### config.mk
export PLATFORM = sky130hd
export DESIGN_NAME = lifd_mod
export DESIGN_NICKNAME = d
export VERILOG_FILES = /design/src/rtl/lifd_pkg.sv /design/src/rtl/lifd_mod.sv
export SDC_FILE = /design/constraint.sdc
export NUM_CORES = 1
export LEC_CHECK = 0
export BUFFER_PORTS_ARGS = -buffer_cell sky130_fd_sc_hd__buf_4
export CORE_MARGIN = 3
export CORE_UTILIZATION = 50
export DETAILED_ROUTE_END_ITERATION = 6
export PLACE_DENSITY = 0.77
export SLEW_MARGIN = 20
export SYNTH_ARGS = -nofsm -noshare
export SYNTH_HDL_FRONTEND = slang
export SYNTH_SLANG_ARGS = --single-unit
export TNS_END_PERCENT = 1
### constraint.sdc
create_clock -name clk -period 4.4 [get_ports clk]
set_clock_uncertainty 0.15 [all_clocks]
set_input_delay 0.88 -clock clk [delete_from_list [all_inputs] [get_ports clk]]
set_output_delay 0.88 -clock clk [all_outputs]
set_load 0.02 [all_outputs]
### src/rtl/lifd_pkg.sv
// lifd_pkg: shared widths, register indexes and types for the fractional delay line
// used by lifd_mod and linear_interp_fractional_delay_unit; no dependencies
package lifd_pkg;

    localparam int MAX_LEN  = 4096;
    localparam int ADDR_W   = 12;
    localparam int LEN_W    = 13;
    localparam int SAMPLE_W = 24;
    localparam int FRAC_W   = 16;
    localparam int DINT_W   = 12;
    localparam int DELAY_W  = DINT_W + FRAC_W;
    localparam int CNT_W    = 4;
    localparam int MIN_LEN  = 2;

    // configuration register indexes
    localparam logic REG_LINE_LENGTH = 1'b0;
    localparam logic REG_DELAY       = 1'b1;

    typedef enum logic {
        MOD_IDLE,
        MOD_RUN
    } mod_state_t;

    // read tap derived from the delay: integer offset back from the write index
    // (delay mod line length, rounded up to whole samples) and newer-sample weight
    typedef struct packed {
        logic [LEN_W-1:0]  offset;
        logic [FRAC_W-1:0] weight;
    } lifd_tap_t;

endpackage

### src/rtl/lifd_mod.sv
// lifd_mod: reduces the integer part of the delay modulo the line length,
// one quotient bit per cycle, and forms the read tap; depends on lifd_pkg
module lifd_mod (
    input  logic                          clk,
    input  logic                          rst_n,
    input  logic                          start,
    input  logic [lifd_pkg::LEN_W-1:0]    line_len,
    input  logic [lifd_pkg::DELAY_W-1:0]  delay,
    output logic                          busy,
    output lifd_pkg::lifd_tap_t           tap
);

    lifd_pkg::mod_state_t           state_reg, state_next;
    logic [lifd_pkg::CNT_W-1:0]     cnt_reg, cnt_next;
    logic [lifd_pkg::ADDR_W-1:0]    rem_reg, rem_next;
    lifd_pkg::lifd_tap_t            tap_reg, tap_next;

    logic [lifd_pkg::DINT_W-1:0]    dint;
    logic [lifd_pkg::FRAC_W-1:0]    dfrac;
    logic [lifd_pkg::LEN_W-1:0]     trial;
    logic [lifd_pkg::LEN_W-1:0]     trial_sub;
    logic [lifd_pkg::ADDR_W-1:0]    rem_step;
    logic                           last_step;

    assign dint  = delay[lifd_pkg::DELAY_W-1:lifd_pkg::FRAC_W];
    assign dfrac = delay[lifd_pkg::FRAC_W-1:0];

    // restoring remainder step
    always_comb
    begin
        trial     = {rem_reg, dint[cnt_reg]};
        trial_sub = trial - line_len;
        rem_step  = (trial >= line_len) ? trial_sub[lifd_pkg::ADDR_W-1:0]
                                        : trial[lifd_pkg::ADDR_W-1:0];
        last_step = (cnt_reg == '0);
    end

    // next state
    always_comb
    begin
        state_next = state_reg;
        case (state_reg)
            lifd_pkg::MOD_IDLE:
            begin
                if (start)
                    state_next = lifd_pkg::MOD_RUN;
            end
            lifd_pkg::MOD_RUN:
            begin
                if (start)
                    state_next = lifd_pkg::MOD_RUN;
                else if (last_step)
                    state_next = lifd_pkg::MOD_IDLE;
            end
            default:
                state_next = lifd_pkg::MOD_IDLE;
        endcase
    end

    // datapath and outputs
    always_comb
    begin
        cnt_next = cnt_reg;
        rem_next = rem_reg;
        tap_next = tap_reg;
        busy     = start;
        case (state_reg)
            lifd_pkg::MOD_IDLE:
            begin
                if (start)
                begin
                    cnt_next = lifd_pkg::CNT_W'(lifd_pkg::DINT_W - 1);
                    rem_next = '0;
                end
            end
            lifd_pkg::MOD_RUN:
            begin
                busy = 1'b1;
                if (start)
                begin
                    cnt_next = lifd_pkg::CNT_W'(lifd_pkg::DINT_W - 1);
                    rem_next = '0;
                end
                else
                begin
                    cnt_next = cnt_reg - 1'b1;
                    rem_next = rem_step;
                    if (last_step)
                    begin
                        // a fractional delay reaches one more sample back
                        tap_next.offset = {1'b0, rem_step}
                                        + lifd_pkg::LEN_W'(dfrac != '0);
                        tap_next.weight = (~dfrac) + 1'b1;
                    end
                end
            end
            default:
            begin
                busy = 1'b1;
            end
        endcase
    end

    always_ff @(posedge clk or negedge rst_n)
    begin
        if (!rst_n)
        begin
            state_reg <= lifd_pkg::MOD_IDLE;
            tap_reg   <= '0;
        end
        else
        begin
            state_reg <= state_next;
            tap_reg   <= tap_next;
        end
    end

    always_ff @(posedge clk)
    begin
        cnt_reg <= cnt_next;
        rem_reg <= rem_next;
    end

    assign tap = tap_reg;

endmodule

==> results.cfg <==
[synth]
yosysUniqueCellTypes = 59
synth_nets = 433
async_flop_share = 0.652
synth_area_leaders = dfrtp_1, edfxtp_1, ha_1
synth_cells = 370
syn_area_per_cell_um2 = 9.08
synth_edf_count = 16
synthFlopType = dfrtp_1
synth_top_cell_area_share = 0.223
ys_seq_elements = 46
syn-cell-area_um2 = 3360
yosysWarningCount = 0
ys_seq_area_frac = 0.366
synth_top_area_cell = dfrtp_1

[sta]
tightest_slew_ns = 0.642
setup_viol = 0
period_needed_ns = 4.09
fin_crit_sh = 0.930
final_hold_viol_count = 0
slew_headroom = 0.570
fmax_mhz = 244
finalMaxSlewViolations = 0
grt_setup_unrepaired = no

[drt]
wire_per_inst_um = 15.0
drt_first_iter_violations = 160
vias = 2909
routed_wirelength_um = 7920
ant_nets = 0
drc = 0
vias_per_cell = 5.51
first_pass_iters = 4

[layout]
layout.nets = 513
largest_register_ff_count = 29
syn_to_final_growth_pct = 23.0
most-common-layout-cells = buf_4, nand2_1, dfrtp_1
final_area_um2 = 4130
drive_gt1_frac = 0.246
fillerInstances = 551
num_antenna_cells = 0
final_common_cell = buf_4
stdcell_count = 528

[critical_path]
critPathKind = primary input to register
crit_path_max_fanout = 4
reg2reg_depth = 15
arrival_ns = 4.13
critPathLaunchType = primary input
crit_path_end_kind = register
cp.required_ns = 4.44

[die]
die_w_um = 88.0
die-area_um2 = 7740
rows = 29
die_h_um = 88.0
io_pins = 74
core_um2 = 6420
start_util = 0.523

[clocking]
cts_tree = built
cts.sinks = 46
clk_latency_ns = 0.30
clkTransAtPathRegs_ns = 0.08
cts_hold_buf = 0
clockRootBuffer = clkbuf_8
cts_buffers = 5
clock_path_buffers = 2
htree_num_levels = 2

[power_and_ir_drop]
power_mw = 1.17
p_leak_nw = 1.92
p_per_area_nw_per_um2 = 284
peakVddDrop_v = 0.000213

[grt]
grt_max_degree = 53
grt.overflow.total = 0
antenna_found_initial = 0
grt_pass1_wl_um = 13200
grt_pass1_vias = 2895
grt_usage = 0.214

[hold_path]
hp-class = register to register
min_path_cells = 2

[placement]
dpl.hpwl_um = 6210
place_congestion = 0.879
dp_cells = 520
placedInstanceArea_um2 = 4030
port_buffers = 73

[run_status]
status = complete, no violations

[job]
drv_cap = 0
per-stage QoR:
stage          hold slack (ns)   util  setup TNS, ns  setup slack (ns)
2_1_floorplan            0.328      -              0            0.0515
3_3_place_gp             0.311  0.627              0            0.0371
3_5_place_dp             0.320  0.627         -0.114           -0.0503
4_1_cts                  0.342  0.643              0             0.271
5_1_grt                  0.355  0.643              0            0.0132
6_report                 0.335  0.643              0             0.308
final cells by class:
cell class / count / area, µm² / share of cell area
multi-input cells: 288 / 1980 / 0.478
flip-flops and latches: 46 / 1230 / 0.298
repair buffers: 84 / 631 / 0.153
clock buffers: 7 / 97.6 / 0.0236
well taps: 77 / 96.3 / 0.0233
inverters: 25 / 93.8 / 0.0227
clock inverters: 1 / 6.26 / 0.00151
Yosys cell counts (4+ instances only):
cell type and number:
xor2_1 18, nand4_1 7, clkbuf_1 6, nand3_1 13
o21ai_0 23, ha_1 18, mux2i_1 7, and2_1 6
xnor2_1 13, edfxtp_1 16, nor2b_1 4, nor3_1 12
inv_1 25, dfrtp_1 30, nand2_1 57, a21o_1 5
nor2_1 24, a21oi_1 16, o21a_1 7
final timing paths:
kind | end | start | slack, ns
min in group asynchronous | tap[13] | rst_n | 0.34
setup / recovery | tap[26] | delay[27] | 0.31
hold reg to reg | tap[5] | tap[5] | 0.33
setup reg to reg | tap[26] | cnt_reg[0] | 0.41
hold / removal | tap[5] | tap[5] | 0.33
max in group asynchronous | tap[17] | rst_n | 3.48
per-layer routing:
layer / vias to the layer above / track usage / share of wire
li1: 1462 / - / -
met3: 16 / 0.0433 / 0.056
met4: 0 / 0.0697 / 0.021
met1: 1349 / 0.279 / 0.44
met5: - / 0 / 0
met2: 82 / 0.355 / 0.48
logic make-up after synthesis:
kind of cell / after synthesis / share of synthesized area
AOI/OAI and AO/OA: 77 / 0.162
xor gates and xnor gates: 31 / 0.0808
adders and majority gates: 19 / 0.0730
buffers and inverters: 36 / 0.0462
DFF: 46 / 0.366
muxes: 13 / 0.0551
and+or+nand+nor: 148 / 0.216
power breakdown:
part / internal (mW) / switching (mW)
Clock: 0.147 / 0.144
Sequential: 0.477 / 0.0291
Combinational: 0.170 / 0.207
critical path, stage by stage:
cell      delay (ns)
buf_4           0.11
mux4_2          0.45
nand2_1         0.08
a21oi_1         0.06
a31oi_1         0.20
ha_1            0.20
inv_1           0.05
fa_1            0.40
a21o_1          0.23
a221oi_4        0.35
xnor2_1         0.20
and4_4          0.29
nand3_1         0.08
o21ai_1         0.19
nand4_1         0.14
a31o_1          0.24
what timing repair did:
item,in CTS,in global routing
setup endpoints to repair,0,3
setup buffers,0,0
gates resized for setup,0,1
No activity file was read; power rests on OpenSTA's default activity.
